===== src/sv/acfp_pkg.sv =====
`timescale 1ns / 1ps
`default_nettype none

package acfp_pkg;

	localparam int unsigned ID_DIGITS_DEFAULT      = 3;
	localparam int unsigned MAX_DATA_BYTES_DEFAULT = 8;

	localparam int unsigned ID_W      = 12;
	localparam int unsigned LEN_W     = 4;
	localparam int unsigned PAYLOAD_W = 64;
	localparam int unsigned CNT_W     = 5;

	localparam logic [7:0] CH_CR   = 8'h0D;
	localparam logic [7:0] CH_T_LO = 8'h74;
	localparam logic [7:0] CH_T_UP = 8'h54;
	localparam logic [7:0] CH_R_LO = 8'h72;
	localparam logic [7:0] CH_R_UP = 8'h52;

	typedef enum logic [4:0] {
		PH_WAIT = 5'b00001,
		PH_ID   = 5'b00010,
		PH_LEN  = 5'b00100,
		PH_DATA = 5'b01000,
		PH_TERM = 5'b10000
	} acfp_phase_t;

	typedef struct packed {
		logic [ID_W-1:0]      frame_id;
		logic                 remote;
		logic [LEN_W-1:0]     length;
		logic [PAYLOAD_W-1:0] payload;
		logic                 malformed;
	} acfp_result_t;

	typedef struct packed {
		logic       ok;
		logic [3:0] value;
	} acfp_nibble_t;

	// Decodes one ASCII hex digit; ok is low for any other character.
	function automatic acfp_nibble_t hex_decode(input logic [7:0] c);
		acfp_nibble_t n;
		n.ok    = 1'b1;
		n.value = 4'h0;
		if (c inside {[8'h30:8'h39]}) begin
			n.value = 4'(c - 8'h30);
		end else if (c inside {[8'h61:8'h66]}) begin
			n.value = 4'(c - 8'h57);
		end else if (c inside {[8'h41:8'h46]}) begin
			n.value = 4'(c - 8'h37);
		end else begin
			n.ok = 1'b0;
		end
		return n;
	endfunction

endpackage

`default_nettype wire


===== src/sv/acfp_parse.sv =====
`timescale 1ns / 1ps
`default_nettype none

module acfp_parse import acfp_pkg::*; #(
	parameter int unsigned ID_DIGITS      = ID_DIGITS_DEFAULT,
	parameter int unsigned MAX_DATA_BYTES = MAX_DATA_BYTES_DEFAULT
) (
	input  wire logic         clk,
	input  wire logic         arst_n,
	input  wire logic         fire,
	input  wire logic [7:0]   rx_byte,
	output acfp_result_t      result,
	output logic              emit
);

	acfp_phase_t          phase_q, phase_nxt;
	logic [CNT_W-1:0]     cnt_q, cnt_nxt, cnt_inc;
	logic [ID_W-1:0]      id_q, id_nxt;
	logic                 remote_q, remote_nxt;
	logic [LEN_W-1:0]     len_q, len_nxt;
	logic [PAYLOAD_W-1:0] payload_q, payload_nxt;
	acfp_nibble_t         nib;
	logic [5:0]           shift;
	logic                 err;

	assign nib     = hex_decode(rx_byte);
	assign cnt_inc = cnt_q + CNT_W'(1);
	// High nibble of a byte comes first, so an even digit lands at bit 4 of its byte.
	assign shift   = {cnt_q[3:1], ~cnt_q[0], 2'b00};

	always_comb begin
		phase_nxt   = phase_q;
		cnt_nxt     = cnt_q;
		id_nxt      = id_q;
		remote_nxt  = remote_q;
		len_nxt     = len_q;
		payload_nxt = payload_q;
		err         = 1'b0;
		emit        = 1'b0;
		result      = '0;
		case (phase_q)
			PH_WAIT: begin
				if (rx_byte inside {CH_T_LO, CH_T_UP, CH_R_LO, CH_R_UP}) begin
					remote_nxt  = (rx_byte == CH_R_LO) || (rx_byte == CH_R_UP);
					id_nxt      = '0;
					len_nxt     = '0;
					payload_nxt = '0;
					cnt_nxt     = '0;
					phase_nxt   = PH_ID;
				end
			end
			PH_ID: begin
				if (!nib.ok) begin
					err = 1'b1;
				end else begin
					id_nxt = {id_q[ID_W-5:0], nib.value};
					if (cnt_inc >= CNT_W'(ID_DIGITS)) begin
						cnt_nxt   = '0;
						phase_nxt = PH_LEN;
					end else begin
						cnt_nxt = cnt_inc;
					end
				end
			end
			PH_LEN: begin
				if (!nib.ok || (nib.value > LEN_W'(MAX_DATA_BYTES))) begin
					err = 1'b1;
				end else begin
					len_nxt   = nib.value;
					cnt_nxt   = '0;
					phase_nxt = (nib.value == '0) ? PH_TERM : PH_DATA;
				end
			end
			PH_DATA: begin
				if (!nib.ok) begin
					err = 1'b1;
				end else begin
					payload_nxt = payload_q | (PAYLOAD_W'(nib.value) << shift);
					if (cnt_inc >= {len_q, 1'b0}) begin
						cnt_nxt   = '0;
						phase_nxt = PH_TERM;
					end else begin
						cnt_nxt = cnt_inc;
					end
				end
			end
			PH_TERM: begin
				if (rx_byte != CH_CR) begin
					err = 1'b1;
				end else begin
					emit             = 1'b1;
					result.frame_id  = id_q;
					result.remote    = remote_q;
					result.length    = len_q;
					result.payload   = payload_q;
					phase_nxt        = PH_WAIT;
					cnt_nxt          = '0;
				end
			end
			default: begin
				phase_nxt = PH_WAIT;
				cnt_nxt   = '0;
			end
		endcase
		if (err) begin
			emit             = 1'b1;
			result           = '0;
			result.malformed = 1'b1;
			phase_nxt        = PH_WAIT;
			cnt_nxt          = '0;
		end
	end

	always_ff @(posedge clk or negedge arst_n) begin
		if (!arst_n) begin
			phase_q   <= PH_WAIT;
			cnt_q     <= '0;
			id_q      <= '0;
			remote_q  <= 1'b0;
			len_q     <= '0;
			payload_q <= '0;
		end else if (fire) begin
			phase_q   <= phase_nxt;
			cnt_q     <= cnt_nxt;
			id_q      <= id_nxt;
			remote_q  <= remote_nxt;
			len_q     <= len_nxt;
			payload_q <= payload_nxt;
		end
	end

endmodule

`default_nettype wire


===== src/sv/acfp_out_reg.sv =====
`timescale 1ns / 1ps
`default_nettype none

module acfp_out_reg import acfp_pkg::*; (
	input  wire logic          clk,
	input  wire logic          arst_n,
	input  wire logic          load,
	input  wire acfp_result_t  result,
	input  wire logic          out_ready,
	output logic               out_valid,
	output logic               free,
	output acfp_result_t       held
);

	logic         valid_q;
	acfp_result_t data_q;

	// The register can take a new beat when empty or when its beat leaves this cycle.
	assign free      = !valid_q || out_ready;
	assign out_valid = valid_q;
	assign held      = data_q;

	always_ff @(posedge clk or negedge arst_n) begin
		if (!arst_n) begin
			valid_q <= 1'b0;
		end else begin
			valid_q <= load || (valid_q && !out_ready);
		end
	end

	always_ff @(posedge clk) begin
		if (load) begin
			data_q <= result;
		end
	end

endmodule

`default_nettype wire


===== src/sv/ascii_can_frame_parser.sv =====
`timescale 1ns / 1ps
`default_nettype none

// Decodes a serial-line CAN adapter stream, one ASCII byte per beat: a start letter
// (t, T, r or R), ID_DIGITS hex identifier digits, one length digit, two hex digits per
// data byte and a carriage return. A byte may be offered every cycle; the frame result, or a
// malformed result on a bad character or a length digit above MAX_DATA_BYTES, shows on the
// output in the cycle after the byte that completes it. The input is stalled only while the
// single output register holds a result that the consumer has not taken.

module ascii_can_frame_parser import acfp_pkg::*; #(
	parameter int unsigned ID_DIGITS      = ID_DIGITS_DEFAULT,
	parameter int unsigned MAX_DATA_BYTES = MAX_DATA_BYTES_DEFAULT
) (
	input  wire logic                 clk,
	input  wire logic                 arst_n,
	input  wire logic                 in_valid,
	output logic                      in_ready,
	input  wire logic [7:0]           rx_byte,
	output logic                      out_valid,
	input  wire logic                 out_ready,
	output logic [ID_W-1:0]           frame_id,
	output logic                      remote,
	output logic [LEN_W-1:0]          length,
	output logic [PAYLOAD_W-1:0]      payload,
	output logic                      malformed
);

	logic         fire;
	logic         emit;
	logic         free;
	acfp_result_t result;
	acfp_result_t held;

	assign in_ready = free;
	assign fire     = in_valid && in_ready;

	acfp_parse #(
		.ID_DIGITS      (ID_DIGITS),
		.MAX_DATA_BYTES (MAX_DATA_BYTES)
	) u_parse (
		.clk     (clk),
		.arst_n  (arst_n),
		.fire    (fire),
		.rx_byte (rx_byte),
		.result  (result),
		.emit    (emit)
	);

	acfp_out_reg u_out (
		.clk       (clk),
		.arst_n    (arst_n),
		.load      (fire && emit),
		.result    (result),
		.out_ready (out_ready),
		.out_valid (out_valid),
		.free      (free),
		.held      (held)
	);

	assign frame_id  = held.frame_id;
	assign remote    = held.remote;
	assign length    = held.length;
	assign payload   = held.payload;
	assign malformed = held.malformed;

	a_err_fields_zero: assert property (@(posedge clk) disable iff (!arst_n)
		out_valid && malformed |-> frame_id == '0 && !remote && length == '0 && payload == '0)
		else $error("malformed result carries nonzero fields");

	a_len_bound: assert property (@(posedge clk) disable iff (!arst_n)
		out_valid && !malformed |-> length <= LEN_W'(MAX_DATA_BYTES))
		else $error("frame length above limit");

	a_payload_unused_zero: assert property (@(posedge clk) disable iff (!arst_n)
		out_valid && !malformed && length < LEN_W'(8) |->
			(payload >> {length, 3'b000}) == '0)
		else $error("payload bytes beyond length are nonzero");

	a_result_follows_byte: assert property (@(posedge clk) disable iff (!arst_n)
		$rose(out_valid) |-> $past(fire))
		else $error("result appeared without an accepted byte");

endmodule

`default_nettype wire

===== config.mk =====
export PLATFORM = sky130hd
export DESIGN_NAME = ascii_can_frame_parser
export DESIGN_NICKNAME = d
export VERILOG_FILES = /design/src/sv/acfp_pkg.sv /design/src/sv/acfp_parse.sv /design/src/sv/acfp_out_reg.sv /design/src/sv/ascii_can_frame_parser.sv
export SDC_FILE = /design/constraint.sdc
export NUM_CORES = 1
export LEC_CHECK = 0
export BUFFER_PORTS_ARGS = -buffer_cell sky130_fd_sc_hd__clkbuf_2
export CAP_MARGIN = 20
export CORE_ASPECT_RATIO = 0.9
export CORE_MARGIN = 1.5
export CORE_UTILIZATION = 46
export DETAILED_ROUTE_END_ITERATION = 10
export PLACE_DENSITY = 0.77
export SYNTH_ARGS = -nofsm -noshare
export SYNTH_HDL_FRONTEND = slang
export SYNTH_SLANG_ARGS = --single-unit

===== constraint.sdc =====
create_clock -name clk -period 7.2 [get_ports clk]
set_input_delay 1.08 -clock clk [delete_from_list [all_inputs] [get_ports clk]]
set_output_delay 1.08 -clock clk [all_outputs]
set_load 0.02 [all_outputs]

Word-level counts from Yosys, hierarchy flattened
Cells that the tools add are included.
- register bits after elaboration: 174
- input bits: 12
- output and inout bits: 84
- word-level logic and storage cells: 118
- add/subtract/negate cells: 4
- order comparisons: 9
- eq/ne operators: 21
- shifts and indexed selects: 1
- multiplexer cells: 42
- bitwise gates (word level): 3
- reductions and logical operators: 26
- operator list (cell ; number):
    $mux 64 ; 2
    $pmux 64 s2 ; 1
    $mux 5 ; 17
    $or 64x64->64 ; 1
    $shl 4x6->64 ; 1
    $pmux 5 s5 ; 2
    $eq 8x7->1 const B ; 4
    $mux 12 ; 2
    $pmux 12 s2 ; 1
    $mux 4 ; 5
    $ge 8x7->1 const B ; 2
    $le 8x7->1 const B ; 2
    $ne 3x1->1 const B ; 5
    $reduce_and 4->1 ; 3
    $mux 1 ; 10
    $ge 8x6->1 const B ; 1
    $le 8x6->1 const B ; 1
    $ne 8x4->1 const B ; 1
    $pmux 4 s2 ; 1
    $reduce_and 8->1 ; 1
    $sub 4x3->4 const B ; 2
    $logic_and 1x1->1 ; 6
    $ne 2x1->1 const B ; 3
    $ne 3x2->1 const B ; 2
    22 further kinds ; 30

Logic depth before layout (Yosys ltp)
- word-level depth: 12
- gate-level depth with buffers: 11
- gate-level depth less buffers: 10

Hierarchy
Synthesis repeated with hierarchy kept, for this count alone.
- cell total of the unflattened synthesis: 580
- area, all modules: 7120.6 um2
- modules (own cells, without submodules) (module ; instances ; cells each ; area each (um2) ; sequential area each (um2)):
    acfp_parse ; 1 ; 493 ; 4598.2 ; 2278.4
    acfp_out_reg ; 1 ; 85 ; 2509.9 ; 2487.4
    ascii_can_frame_parser ; 1 ; 2 ; 12.5 ; 0.0

Least setup slack after synthesis
OpenSTA, ideal clock, no wires.
- kind: input to register
- start: input rx_byte[0]
- end: register u_out.data_q (netlist bit u_out.held[0]) (enable)
- library setup time: 549 ps
- arrival time: 6569 ps
- data required time: 6651 ps
- setup slack: 82 ps
- cell stages on the path: 8
- buffers on the path: 0
- cell sequence: inv_1 -> ha_1 -> nor3b_1 -> or4_4 -> o32a_1 -> o21ai_0 -> a21oi_1 -> a21oi_1
- word-level cells in the longest chain between the ends: 11
- elaborated cells on any way between the ends: 30
- those cells by class: add/sub (3); order compare (7); eq/ne (1); mux (13); reduce/logical (6)
- RTL lines (what ; RTL line ; source):
    from (decl) ; ascii_can_frame_parser.sv:19 ; input wire logic [7:0] rx_byte,
    $ge 8x7->1 / $le 8x7->1 (equally long branches) ; acfp_pkg.sv:50 ; end else if (c inside {[8'h41:8'h46]}) begin
    $logic_and 1x1->1 ; acfp_pkg.sv:50 ;
    $mux 4 / $mux 1 (equally long branches) ; acfp_pkg.sv:50 ;
    $mux 4 / $mux 1 (equally long branches) ; acfp_pkg.sv:48 ; end else if (c inside {[8'h61:8'h66]}) begin
    $mux 4 / $mux 1 (equally long branches) ; acfp_pkg.sv:46 ; if (c inside {[8'h30:8'h39]}) begin
    $gt 4x4->1 / $logic_not 1->1 (equally long branches) ; - ;
    $logic_or 1x1->1 ; acfp_parse.sv:66 ; if (!nib.ok || (nib.value > LEN_W'(MAX_DATA_BYTES))) begin
    $mux 1 ; acfp_parse.sv:66 ;
    $pmux 1 s3 ; acfp_parse.sv:41 ; case (phase_q)
    $mux 1 * ; acfp_parse.sv:105 ; if (err) begin
    $logic_and 1x1->1 * ; ascii_can_frame_parser.sv:53 ; .load (fire && emit),
    named net u_out.load ; acfp_out_reg.sv:7 ; input wire logic load,
    to (signal assigned) ; acfp_out_reg.sv:33 ; data_q <= result;
    to (decl) ; acfp_out_reg.sv:16 ; acfp_result_t data_q;
Mark *: on every way through the listed nets, which the timed path passes. The rest lies on a longest branch.
A chain may end at the register's enable or synchronous reset.

Worst setup path after layout
- start: input rx_byte[0]
- end: register u_out.data_q (netlist bit u_out.held[30]) (enable)
The elaborated chain is that of the path after synthesis.

==> impl_metrics.toml <==
[synth]
syn_area_per_cell_um2 = 12.5
yosysWarningCount = 0
synthArstFlopShare_pct = 52.9
yosysSeqAreaShare_pct = 64.6
syn_nets = 611
syn_area_um2 = 7380
synth_edf_count = 82
ys_types = 66
synth_seq_cells = 174
yosysTopAreaCellShare_pct = 33.4
synth_area_leaders = "edfxtp_1, dfrtp_1, and3_1, a22o_1, a32o_1"
synth.largest_area_cell = "edfxtp_1"
synthCells = 589
yosys_most_used_dff = "dfrtp_1"

[sta]
timing.final.crit_share_pct = 56.7
setup_viol = 0
tightest_slew_ps = 1060
drv_slew = 0
fin_tns_setup_ps = 0
final-hold-violation-count = 0
slew-limit-headroom_pct = 29.5
fmax_mhz = 245
fin_hold_ws_ps = 481
finClkSkew_ps = 11.7
finalCriticalPeriod_ps = 4080
rsz0062_at_grt = "false"

[power_and_ir_drop]
ir_worst_vdd_mv = 0.243
power_density_nw_per_um2 = 291
p_leak_nw = 3.89
power_w = 0.00251

[floorplan]
rows = 43
ios = 96
die_w_um = 136
core_region_area_um2 = 15500
dieArea_um2 = 16800
initial_core_util_pct = 47.4
dieHeight_um = 123

[detailed_routing]
num_vias = 5215
drtPass1Iterations = 6
ant_nets = 0
wl_um = 16300
via_per_inst = 5.91
drc = 0
detail_route.wl_per_cell_um = 18.5
drt_iter0_markers = 775

[grt]
grt_pass1_wl_um = 25600
grt_pass1_vias = 4903
grt_overflow = 0
antenna_found_initial = 0
track_usage_pct = 20.2
grt_max_degree = 93

[finish]
post-route-cell-area_um2 = 8640
diodes = 0
final_cell_mix = "clkbuf_2, dfrtp_1, edfxtp_1"
final_core_util_pct = 55.5
fillCellCount = 1248
drive_gt1_share_pct = 23.1
nets = 690
area_growth_pct = 17.1
layout_commonest_cell = "clkbuf_2"

[critical_path]
cp.required_ps = 7240
path_cells = "clkbuf_2 -> inv_1 -> ha_1 -> nor3b_1 -> nor4_2 -> a22oi_1 -> o21ai_0 -> a21oi_1 -> a21oi_4 -> buf_4"
crit_buf_inv = 3
rr_worst_depth = 9
start_kind = "input pin"
criticalPathCategory = "in2reg"
path_depth = 10
crit_path_max_incr_delay_ps = 770
cpMaxStageDelayCell = "buf_4"
path_delay_family = "buffers and inverters"
arrival_ps = 4120
endpoint_kind = "register"
critPathMaxFanout = 82

[cts]
numCtsBuffers = 17
root_buffer = "clkbuf_16"
insertion_delay_ps = 430
cts_resized = 0
htreeDepth = 4
cts_setup_buffers = 0
clkTransAtPathRegs_ps = 60
postCtsHoldBufs = 0
cts_tree = "yes"
cts.path.max_buffers = 2
cts.sinks = 174

[flow_run]
drv_cap = 0

[placement]
dp_hpwl_um = 10400
place_area_um2 = 7980
port_buffers = 95
routabilityCongestion = 0.877

[hold_path]
worstHoldPathCells = 2
min_path_type = "reg2reg"

[run_status]
status = "complete, no violations"
==> through the flow <==
stage | setup slack, ps | std cells
floorplan | 81.5 | 589
global placement | 2900 | 848
detailed placement | 2790 | 848
CTS | 3210 | 880
global route | 2870 | 883
finish | 3120 | 883
==> layout make-up <==
type	instances	area [µm²]	area share, %
inverter	18	67.6	0.782
clock inverter	14	130	1.51
timing repair buffer	100	568	6.58
sequential	174	4770	55.2
multi-input combinational	357	2400	27.8
tap	202	253	2.93
clock buffer	18	450	5.22
==> cells in the mapped netlist (all sizes together) (3+ instances only) <==
master / n
a21o: 7
a21oi: 11
a22o: 29
a32o: 18
and3: 81
buf: 12
clkbuf: 28
dfrtp: 91
edfxtp: 82
ha: 10
inv: 17
nand2: 46
nand2b: 6
nand3: 5
nand3b: 5
nor2: 22
nor3: 8
nor3b: 5
nor4: 7
o21a: 3
o21ai: 46
o22ai: 4
or2: 4
==> power breakdown <==
group,leakage (nW),internal [W],switching [W],total [W]
Clock,0.276,0.000501,0.000390,0.000890
Sequential,2.04,0.00113,0.0000487,0.00118
Combinational,1.57,0.000115,0.000332,0.000447
Total,3.89,0.00174,0.000770,0.00251
==> final timing paths <==
path | startpoint | end | slack, ps
max in group asynchronous | arst_n | u_parse.phase_q[0] | 5980
min in group asynchronous | arst_n | u_parse.payload_q[6] | 550
setup / recovery | rx_byte[0] | u_out.held[30] | 3120
setup reg to reg | u_parse.cnt_q[0] | u_parse.cnt_q[2] | 3770
hold / removal | u_parse.payload_q[60] | u_parse.payload_q[60] | 480
hold reg to reg | u_parse.payload_q[60] | u_parse.payload_q[60] | 480
==> flip-flops by register name (all words and copies together) (netlist names) <==
| name | flops |
|---|---|
| u_out.held | 82 |
| u_parse.id_q | 12 |
| u_parse.cnt_q | 5 |
| u_out.out_valid | 1 |
| u_parse.remote_q | 1 |
| u_parse.payload_q | 64 |
| u_parse.phase_q | 5 |
| u_parse.len_q | 4 |
==> cells by family after synthesis <==
logic type	after synthesis	share of synthesized area, %
AND/OR/NAND/NOR	203	16.0
flip-flops	174	64.6
AO/OA/AOI/OAI	139	14.0
buffers and inverters	58	3.15
adder cells (fa/ha/maj)	10	1.70
XOR/XNOR	4	0.475
multiplexers	1	0.136
==> metal layers <==
metal	share of wire (%)	global-route usage (%)
met1	44	27.5
met2	47	31.6
met3	6.2	4.55
met4	2.4	7.98
met5	0	0
==> tightest hold or removal path: stages, from the launching register on <==
cell	delay, ps
dfrtp_1	340
nand2_1	50
o21ai_1	60
Power figures use the tool's default switching activity.
